File: src/design/sat_pkg.sv
// sat_pkg: shared types and constants of the section address translator
// holds request/result payloads, command and status codes, controller links
// no dependencies
`timescale 1ns / 1ps

package sat_pkg;

  localparam int MaxSections = 16;
  localparam int IdxW        = (MaxSections > 1) ? $clog2(MaxSections) : 1;
  localparam int AddrW       = 32;
  localparam int CntW        = 5;
  localparam int SlotW       = 4;
  localparam int CmdW        = 2;
  localparam int StatW       = 2;
  localparam int CfgAddrW    = 3;
  localparam int CfgDataW    = 32;

  // commands
  localparam logic [CmdW-1:0] CMD_LOAD = 2'd0;
  localparam logic [CmdW-1:0] CMD_V2F  = 2'd1;
  localparam logic [CmdW-1:0] CMD_F2V  = 2'd2;

  // lookup status codes
  localparam logic [StatW-1:0] ST_HIT        = 2'd0;
  localparam logic [StatW-1:0] ST_HEADER     = 2'd1;
  localparam logic [StatW-1:0] ST_UNMAPPABLE = 2'd2;
  localparam logic [StatW-1:0] ST_NONE       = 2'd3;

  // register word index (taken from paddr[2])
  localparam logic REG_SECTION_COUNT = 1'b0;

  typedef struct packed {
    logic [CmdW-1:0]  command;
    logic [SlotW-1:0] entry_index;
    logic [AddrW-1:0] query_address;
    logic [AddrW-1:0] section_virtual_base;
    logic [AddrW-1:0] section_virtual_length;
    logic [AddrW-1:0] section_file_base;
    logic [AddrW-1:0] section_file_length;
  } req_t;

  typedef struct packed {
    logic [AddrW-1:0] translated_address;
    logic [StatW-1:0] lookup_status;
    logic [SlotW-1:0] hit_section;
  } rsp_t;

  typedef struct packed {
    logic accept;
    logic scan_step;
    logic finish;
  } ctl_t;

  typedef struct packed {
    logic scan_req;
    logic scan_last;
  } stat_t;

  typedef enum logic [2:0] {
    S_IDLE = 3'b001,
    S_SCAN = 3'b010,
    S_DONE = 3'b100
  } state_t;

endpackage

File: src/design/sat_ctrl.sv
// sat_ctrl: command sequencer of the section address translator
// walks idle, table scan and result cycles; drives datapath commands
// depends on sat_pkg
`timescale 1ns / 1ps

module sat_ctrl import sat_pkg::*; (
  input  logic  clk,
  input  logic  rst,
  input  logic  start,
  input  stat_t stat,
  output ctl_t  ctl,
  output logic  busy
);

  state_t state, state_next;

  always_comb begin
    state_next = state;
    unique case (state)
      S_IDLE: begin
        if (start) begin
          state_next = stat.scan_req ? S_SCAN : S_DONE;
        end
      end
      S_SCAN: begin
        if (stat.scan_last) begin
          state_next = S_DONE;
        end
      end
      S_DONE: begin
        state_next = S_IDLE;
      end
      default: begin
        state_next = S_IDLE;
      end
    endcase
  end

  always_ff @(posedge clk) begin
    if (rst) begin
      state <= S_IDLE;
    end else begin
      state <= state_next;
    end
  end

  assign ctl.accept    = (state == S_IDLE) && start;
  assign ctl.scan_step = (state == S_SCAN);
  assign ctl.finish    = (state == S_DONE);
  assign busy          = (state != S_IDLE);

endmodule

File: src/design/sat_datapath.sv
// sat_datapath: section tables, single-entry scan comparator and result register
// driven by sat_ctrl commands; reports scan start and end status
// depends on sat_pkg
`timescale 1ns / 1ps

module sat_datapath import sat_pkg::*; (
  input  logic            clk,
  input  logic            rst,
  input  ctl_t            ctl,
  output stat_t           stat,
  input  req_t            request,
  input  logic [CntW-1:0] count,
  output rsp_t            result,
  output logic            done
);

  logic [AddrW-1:0] vbase [MaxSections];
  logic [AddrW-1:0] vlen  [MaxSections];
  logic [AddrW-1:0] fbase [MaxSections];
  logic [AddrW-1:0] flen  [MaxSections];

  logic [CmdW-1:0]  cmd;
  logic [AddrW-1:0] query;
  logic             load_ok;
  logic [IdxW-1:0]  idx;
  logic             ref_found;
  logic [AddrW-1:0] ref_own;
  logic [AddrW-1:0] ref_file;
  logic             best_found;
  logic [AddrW-1:0] best_own;
  logic [AddrW-1:0] best_other;
  logic [IdxW-1:0]  best_idx;

  logic [CntW-1:0]  active;
  logic             slot_ok;
  logic             v2f;
  logic [AddrW-1:0] own_b;
  logic [AddrW-1:0] other_b;
  logic [AddrW-1:0] offs;
  logic [AddrW-1:0] vlim;
  logic             hit;
  logic             ref_take;
  logic             best_take;
  rsp_t             res;

  assign active = (count > CntW'(MaxSections)) ? CntW'(MaxSections) : count;
  assign slot_ok = ({1'b0, request.entry_index} < (SlotW + 1)'(MaxSections));

  assign stat.scan_req = ((request.command == CMD_V2F) || (request.command == CMD_F2V))
                         && (request.query_address != '0) && (active != '0);
  assign stat.scan_last = ((CntW'(idx) + CntW'(1)) == active);

  // one entry per cycle
  assign v2f     = (cmd == CMD_V2F);
  assign own_b   = v2f ? vbase[idx] : fbase[idx];
  assign other_b = v2f ? fbase[idx] : vbase[idx];
  assign offs    = query - own_b;
  assign vlim    = (vlen[idx] == '0) ? '0 : vlen[idx] - AddrW'(1);
  assign hit     = (query >= own_b) && (v2f ? (offs <= vlim) : (offs < flen[idx]));
  assign ref_take  = (own_b != '0) && (!ref_found || (own_b < ref_own));
  assign best_take = hit && (!best_found || (own_b < best_own));

  always_ff @(posedge clk) begin
    if (rst) begin
      idx        <= '0;
      ref_found  <= 1'b0;
      best_found <= 1'b0;
      cmd        <= CMD_LOAD;
      load_ok    <= 1'b0;
      done       <= 1'b0;
    end else begin
      done <= ctl.finish;
      if (ctl.accept) begin
        idx        <= '0;
        ref_found  <= 1'b0;
        best_found <= 1'b0;
        cmd        <= request.command;
        load_ok    <= slot_ok;
      end else if (ctl.scan_step) begin
        idx <= idx + IdxW'(1);
        if (ref_take) begin
          ref_found <= 1'b1;
        end
        if (best_take) begin
          best_found <= 1'b1;
        end
      end
    end
  end

  always_ff @(posedge clk) begin
    if (ctl.accept) begin
      query <= request.query_address;
      if ((request.command == CMD_LOAD) && slot_ok) begin
        vbase[request.entry_index[IdxW-1:0]] <= request.section_virtual_base;
        vlen[request.entry_index[IdxW-1:0]]  <= request.section_virtual_length;
        fbase[request.entry_index[IdxW-1:0]] <= request.section_file_base;
        flen[request.entry_index[IdxW-1:0]]  <= request.section_file_length;
      end
    end else if (ctl.scan_step) begin
      if (ref_take) begin
        ref_own  <= own_b;
        ref_file <= fbase[idx];
      end
      if (best_take) begin
        best_own   <= own_b;
        best_other <= other_b;
        best_idx   <= idx;
      end
    end
    if (ctl.finish) begin
      result <= res;
    end
  end

  always_comb begin
    res.translated_address = '0;
    res.lookup_status      = ST_NONE;
    res.hit_section        = '0;
    if (cmd == CMD_LOAD) begin
      if (load_ok) begin
        res.lookup_status = ST_HIT;
      end
    end else if (((cmd == CMD_V2F) || (cmd == CMD_F2V)) && ref_found) begin
      if (query < ref_own) begin
        res.translated_address = query;
        res.lookup_status = (v2f && (query >= ref_file)) ? ST_UNMAPPABLE : ST_HEADER;
      end else if (best_found) begin
        res.translated_address = query - best_own + best_other;
        res.lookup_status      = ST_HIT;
        res.hit_section        = SlotW'(best_idx);
      end
    end
  end

endmodule

File: src/design/section_address_translator.sv
// section_address_translator: top level; a load writes one table entry, a lookup walks
// entries 0..n-1 with n = min(section_count, 16) and then strobes the result; a load or a
// command with nothing to scan goes straight to the result state; the next start is taken
// in the strobe cycle, so a new transfer is taken only once the last one is through
// synchronous reset clears the sequencer and sets section_count to 1; tables keep contents
// depends on sat_pkg, sat_ctrl, sat_datapath
`timescale 1ns / 1ps

module section_address_translator import sat_pkg::*; (
  input  logic                clk,
  input  logic                rst,
  input  logic                start,
  output logic                busy,
  input  req_t                request,
  output logic                done,
  output rsp_t                result,
  input  logic                psel,
  input  logic                penable,
  input  logic                pwrite,
  input  logic [CfgAddrW-1:0] paddr,
  input  logic [CfgDataW-1:0] pwdata,
  output logic [CfgDataW-1:0] prdata,
  output logic                pready
);

  logic [CntW-1:0] section_count;
  logic            cfg_write;
  ctl_t            ctl;
  stat_t           stat;

  assign pready    = 1'b1;
  assign cfg_write = psel && penable && pwrite && pready;

  always_ff @(posedge clk) begin
    if (rst) begin
      section_count <= CntW'(1);
    end else if (cfg_write && (paddr[CfgAddrW-1] == REG_SECTION_COUNT)) begin
      section_count <= pwdata[CntW-1:0];
    end
  end

  assign prdata = (paddr[CfgAddrW-1] == REG_SECTION_COUNT)
                  ? CfgDataW'(section_count) : '0;

  sat_ctrl u_ctrl (
    .clk   (clk),
    .rst   (rst),
    .start (start),
    .stat  (stat),
    .ctl   (ctl),
    .busy  (busy)
  );

  sat_datapath u_datapath (
    .clk     (clk),
    .rst     (rst),
    .ctl     (ctl),
    .stat    (stat),
    .request (request),
    .count   (section_count),
    .result  (result),
    .done    (done)
  );

`ifndef NO_ASSERTIONS
  a_done_single: assert property (@(posedge clk) disable iff (rst)
    done |=> !done)
    else $error("result strobe held longer than one cycle");

  a_accept_busy: assert property (@(posedge clk) disable iff (rst)
    (start && !busy) |=> busy)
    else $error("transfer accepted without going busy");

  a_done_after_work: assert property (@(posedge clk) disable iff (rst)
    done |-> $past(busy))
    else $error("result strobe without a command in progress");

  a_hit_index: assert property (@(posedge clk) disable iff (rst)
    (done && (result.lookup_status != ST_HIT)) |-> (result.hit_section == '0))
    else $error("section index reported without a hit");

  a_none_zero: assert property (@(posedge clk) disable iff (rst)
    (done && (result.lookup_status == ST_NONE)) |-> (result.translated_address == '0))
    else $error("address reported with no section");
`endif

endmodule

File: config.mk
export PLATFORM = sky130hd
export DESIGN_NAME = section_address_translator
export DESIGN_NICKNAME = d
export VERILOG_FILES = /design/src/design/sat_pkg.sv /design/src/design/sat_ctrl.sv /design/src/design/sat_datapath.sv /design/src/design/section_address_translator.sv
export SDC_FILE = /design/constraint.sdc
export NUM_CORES = 2
export LEC_CHECK = 0
export ABC_AREA = 1
export BUFFER_PORTS_ARGS = -buffer_cell sky130_fd_sc_hd__buf_2
export CORE_ASPECT_RATIO = 0.8
export CORE_MARGIN = 5
export CORE_UTILIZATION = 33
export DETAILED_ROUTE_END_ITERATION = 16
export PLACE_DENSITY = 0.45
export SYNTH_ARGS = -nofsm -noshare
export SYNTH_HDL_FRONTEND = slang
export SYNTH_HIERARCHICAL = 1
export SYNTH_SLANG_ARGS = --single-unit
export TNS_END_PERCENT = 10
File: constraint.sdc
create_clock -name clk -period 16.35 [get_ports clk]
set_input_delay 3.27 -clock clk [delete_from_list [all_inputs] [get_ports clk]]
set_output_delay 3.27 -clock clk [all_outputs]
set_load 0.02 [all_outputs]
==> impl_metrics.ini <==
[outcome]
status = finished, final reports clean

[power_and_ir_drop]
ir_drop_mv = 0.0840
p_per_area_nw_per_um2 = 116
p_int_w = 0.00979
swShare_pct = 24.1
power_frac_seq_pct = 50.3
power.leakage_nw = 38.4
pwr-share-clk_pct = 41.1
p_sw_w = 0.00311
p_comb_share_pct = 8.6

[clock_tree]
clk_pin_slew_ns = 0.06
cts_buffer_depth = 4
root_buffer = clkbuf_16
numCtsBuffers = 243
tritoncts = done
cts_sinks = 2272
hold_buffers = 0
worstSkewPairLatency_ns = 0.92
cts_resized = 0
h-tree-depth = 4
post_cts_buffers = 0

[yosys]
synth-edff-count = 2250
synth_ff_type = edfxtp_1
netlist_instances = 7942
yosysSeqAreaShare_pct = 69.2
ys_ff_latch = 2272
yosys.area.top_type_share_pct = 68.8
synth-simple-area-share_pct = 9.41
yosys.area.top_type = edfxtp_1
synthMuxAreaShare_pct = 0
synth.distinct_cells = 66
synth_top_family_by_area = compound AO/OA/AOI/OAI gates
synthXorXnorAreaFrac_pct = 0.615
synth-compound-area-share_pct = 12.4
synth_fa_ha_area_share_pct = 3.92
synth_warnings = 6
syn_area_sq_um = 98300
synthArstFlopShare_pct = 0
synth_area_per_cell_sq_um = 12.4
synth_area_leaders = edfxtp_1, o21ai_0, nor2_1, ha_1, nand2_1

[placement]
dp_hpwl_um = 183000
gp_congestion = 0.904
post-place-cells = 11800
dp_worst_setup_slack_ns = 6.58
io_buffers = 222

[run]
maxCapViolCount = 0

[worst_hold_path]
min-delay-path-class = flop to flop

[floorplanning]
die_y_um = 498
die_w_um = 620
die-area_sq_um = 309000
start_util_pct = 33.1
io_pins = 280
core_sq_um = 297000
rows = 179

[grt]
grt_first_pass_wirelength_um = 455000
grt_overflow = 0
grt_pass1_vias = 61400
grt_max_degree = 205
antenna_found_initial = 69
grt_util_all_layers_pct = 20.1

[sta]
hold_violations = 0
timing.final.crit_share_pct = 59.7
slew_headroom_pct = 11.0
max_freq_mhz = 102
tightest_slew_ns = 1.33
whs_ns = 0.480
setup_violations = 0
setup_slack_ns = 6.58
tns_ns = 0
period_needed_ns = 9.77
slew_violations = 0
finClkSkew_ns = 0.0944
rsz0062_at_grt = false

[drt]
routed_wl_um = 320000
drt-pass1-iter-count = 6
vias = 64600
via_per_inst = 5.26
drcViolationCount = 0
wl_per_cell_um = 26.1
ant_nets = 0
drt_iter0_markers = 5729

[setup_path]
cp-start-kind = flop
crit_type = flop to flop
crit_slowest_cell = o21ai_1
cp-end-kind = flop
worstPathRequired_ns = 16.81
worst_ep_arrival_time_ns = 10.23
crit_path_max_incr_delay_ns = 0.84
worstPathMaxFanout = 146
path_delay_family = compound AO/OA/AOI/OAI gates
worst-path-buf-inv = 5

[layout]
finalNetCount = 8593
post-route-util_pct = 37.3
syn2layout_area_growth_pct = 12.8
final_cells = 12300
drive_above_1_share_pct = 9.68
[per-layer routing]
layer / track usage, % / vias to the layer above / wire [um]
met1: 29.8 / 32800 / 151000
li1: - / 29400 / -
met5: 0 / - / 128
met4: 4.72 / 22 / 7770
met3: 2.81 / 501 / 17500
met2: 31.2 / 1846 / 144000
[state kept, by name (all words and copies together), names as in the netlist, named ones only]
signal,cells
u_datapath/ref_file,32
u_datapath/query,32
u_datapath/vbase,512
u_datapath/result,38
u_datapath/best_own,32
u_datapath/vlen,512
u_datapath/idx,4
u_datapath/load_ok,1
u_datapath/ref_found,1
u_datapath/done,1
u_datapath/best_found,1
u_datapath/cmd,2
u_datapath/best_idx,4
u_datapath/best_other,32
section_count,5
u_datapath/ref_own,32
u_datapath/flen,512
u_datapath/fbase,512
u_ctrl/state,3
[final timing paths]
| path | from | to | slack, ns | cells past startpoint |
|---|---|---|---|---|
| worst min-delay path | u_ctrl/state[0] | u_datapath/done | 0.48 | 3 |
| worst max-delay path | flop | u_datapath/best_own[2] | 6.58 | 32 |
| worst max register to register | flop | u_datapath/best_own[2] | 6.58 | 32 |
| worst min register to register | u_ctrl/state[0] | u_datapath/done | 0.48 | 3 |
[cell usage in the layout, fill, tap and decap left out, types with 11 or more instances in the layout]
cell type / instances
a211oi_1: 12
a21oi_1: 221
a31oi_1: 21
buf_12: 17
buf_2: 222
buf_4: 123
bufinv_16: 17
clkbuf_1: 49
clkbuf_16: 244
clkinv_1: 64
clkinv_2: 38
conb_1: 28
dfxtp_1: 18
diode_2: 13
edfxtp_1: 2250
fa_1: 32
ha_1: 256
inv_1: 433
inv_2: 11
nand2_1: 702
nand3_1: 202
nand4_1: 35
nor2_1: 1208
nor2_2: 12
nor2_4: 22
nor3_1: 21
nor4_1: 15
o211ai_1: 76
o211ai_2: 11
o21ai_0: 1039
o21ai_1: 169
o221ai_1: 189
o22ai_1: 301
xnor2_1: 27
xor2_1: 42
[Yosys cell counts, types with 5 or more instances]
master    number
o21ai_2        9
nand2_2       10
a211oi_1      12
fa_1          32
nor2_4         5
dfxtp_1       22
clkbuf_1     187
xor2_1        42
nand3_2       10
clkinv_1       6
o211ai_1      76
inv_2         14
nand3_1      202
edfxtp_1    2250
a21oi_1      223
nor3_1        22
buf_6         62
o221ai_1     189
inv_1        433
a32o_1         5
o31ai_1        5
ha_1         257
o211ai_2      11
nor2_1      1226
o21bai_1      10
o22ai_1      302
or2_2         10
nand2_1      702
xnor2_1       27
buf_1         22
buf_4         49
nand4_1       35
nor2_2        11
o21ai_0     1039
a221oi_1       5
o21a_1        10
buf_2        155
o21ai_1      170
a31oi_1       21
nor4_1        15
[per-stage QoR]
stage	instance area, sq um	total power (W)
final	111000	0.0129
after detailed placement	103000	0.00771
after CTS	111000	0.0130
after global placement	103000	0.00770
after global routing	111000	0.0134
after floorplan	98400	0.00727
[power groups by stage]
stage / registers [W] / logic [W] / clock network [W]
floorplan: 0.00661 / 0.000660 / 0
global placement: 0.00660 / 0.00110 / 0
detailed placement: 0.00661 / 0.00111 / 0
CTS: 0.00648 / 0.00111 / 0.00543
global route: 0.00648 / 0.00124 / 0.00568
finish: 0.00648 / 0.00111 / 0.00531
[cell families after synthesis]
group,Yosys count
flip-flops,2272
adder cells (fa/ha/maj),289
AND/OR/NAND/NOR,2269
other,2
XOR/XNOR,69
AO/OA/AOI/OAI,2108
buffers and inverters,933
[tightest hold or removal path, stage by stage, from the launching register on]
cell and delay (ns):
dfxtp_1 0.35, nor3_2 0.07, inv_1 0.06, nor2_1 0.04
[cell type report]
| cell class | instances | area, sq um |
|---|---|---|
| multi-input cells | 4763 | 26200 |
| fillers | 28700 | 186000 |
| flip-flops and latches | 2272 | 68000 |
| clock inverters | 132 | 1140 |
| repair buffers | 362 | 2370 |
| inverters | 455 | 1750 |
| well taps | 3982 | 4980 |
| clock buffers | 298 | 6360 |
| diodes | 13 | 32.5 |
Note: power is estimated with default switching activity, not from simulation.
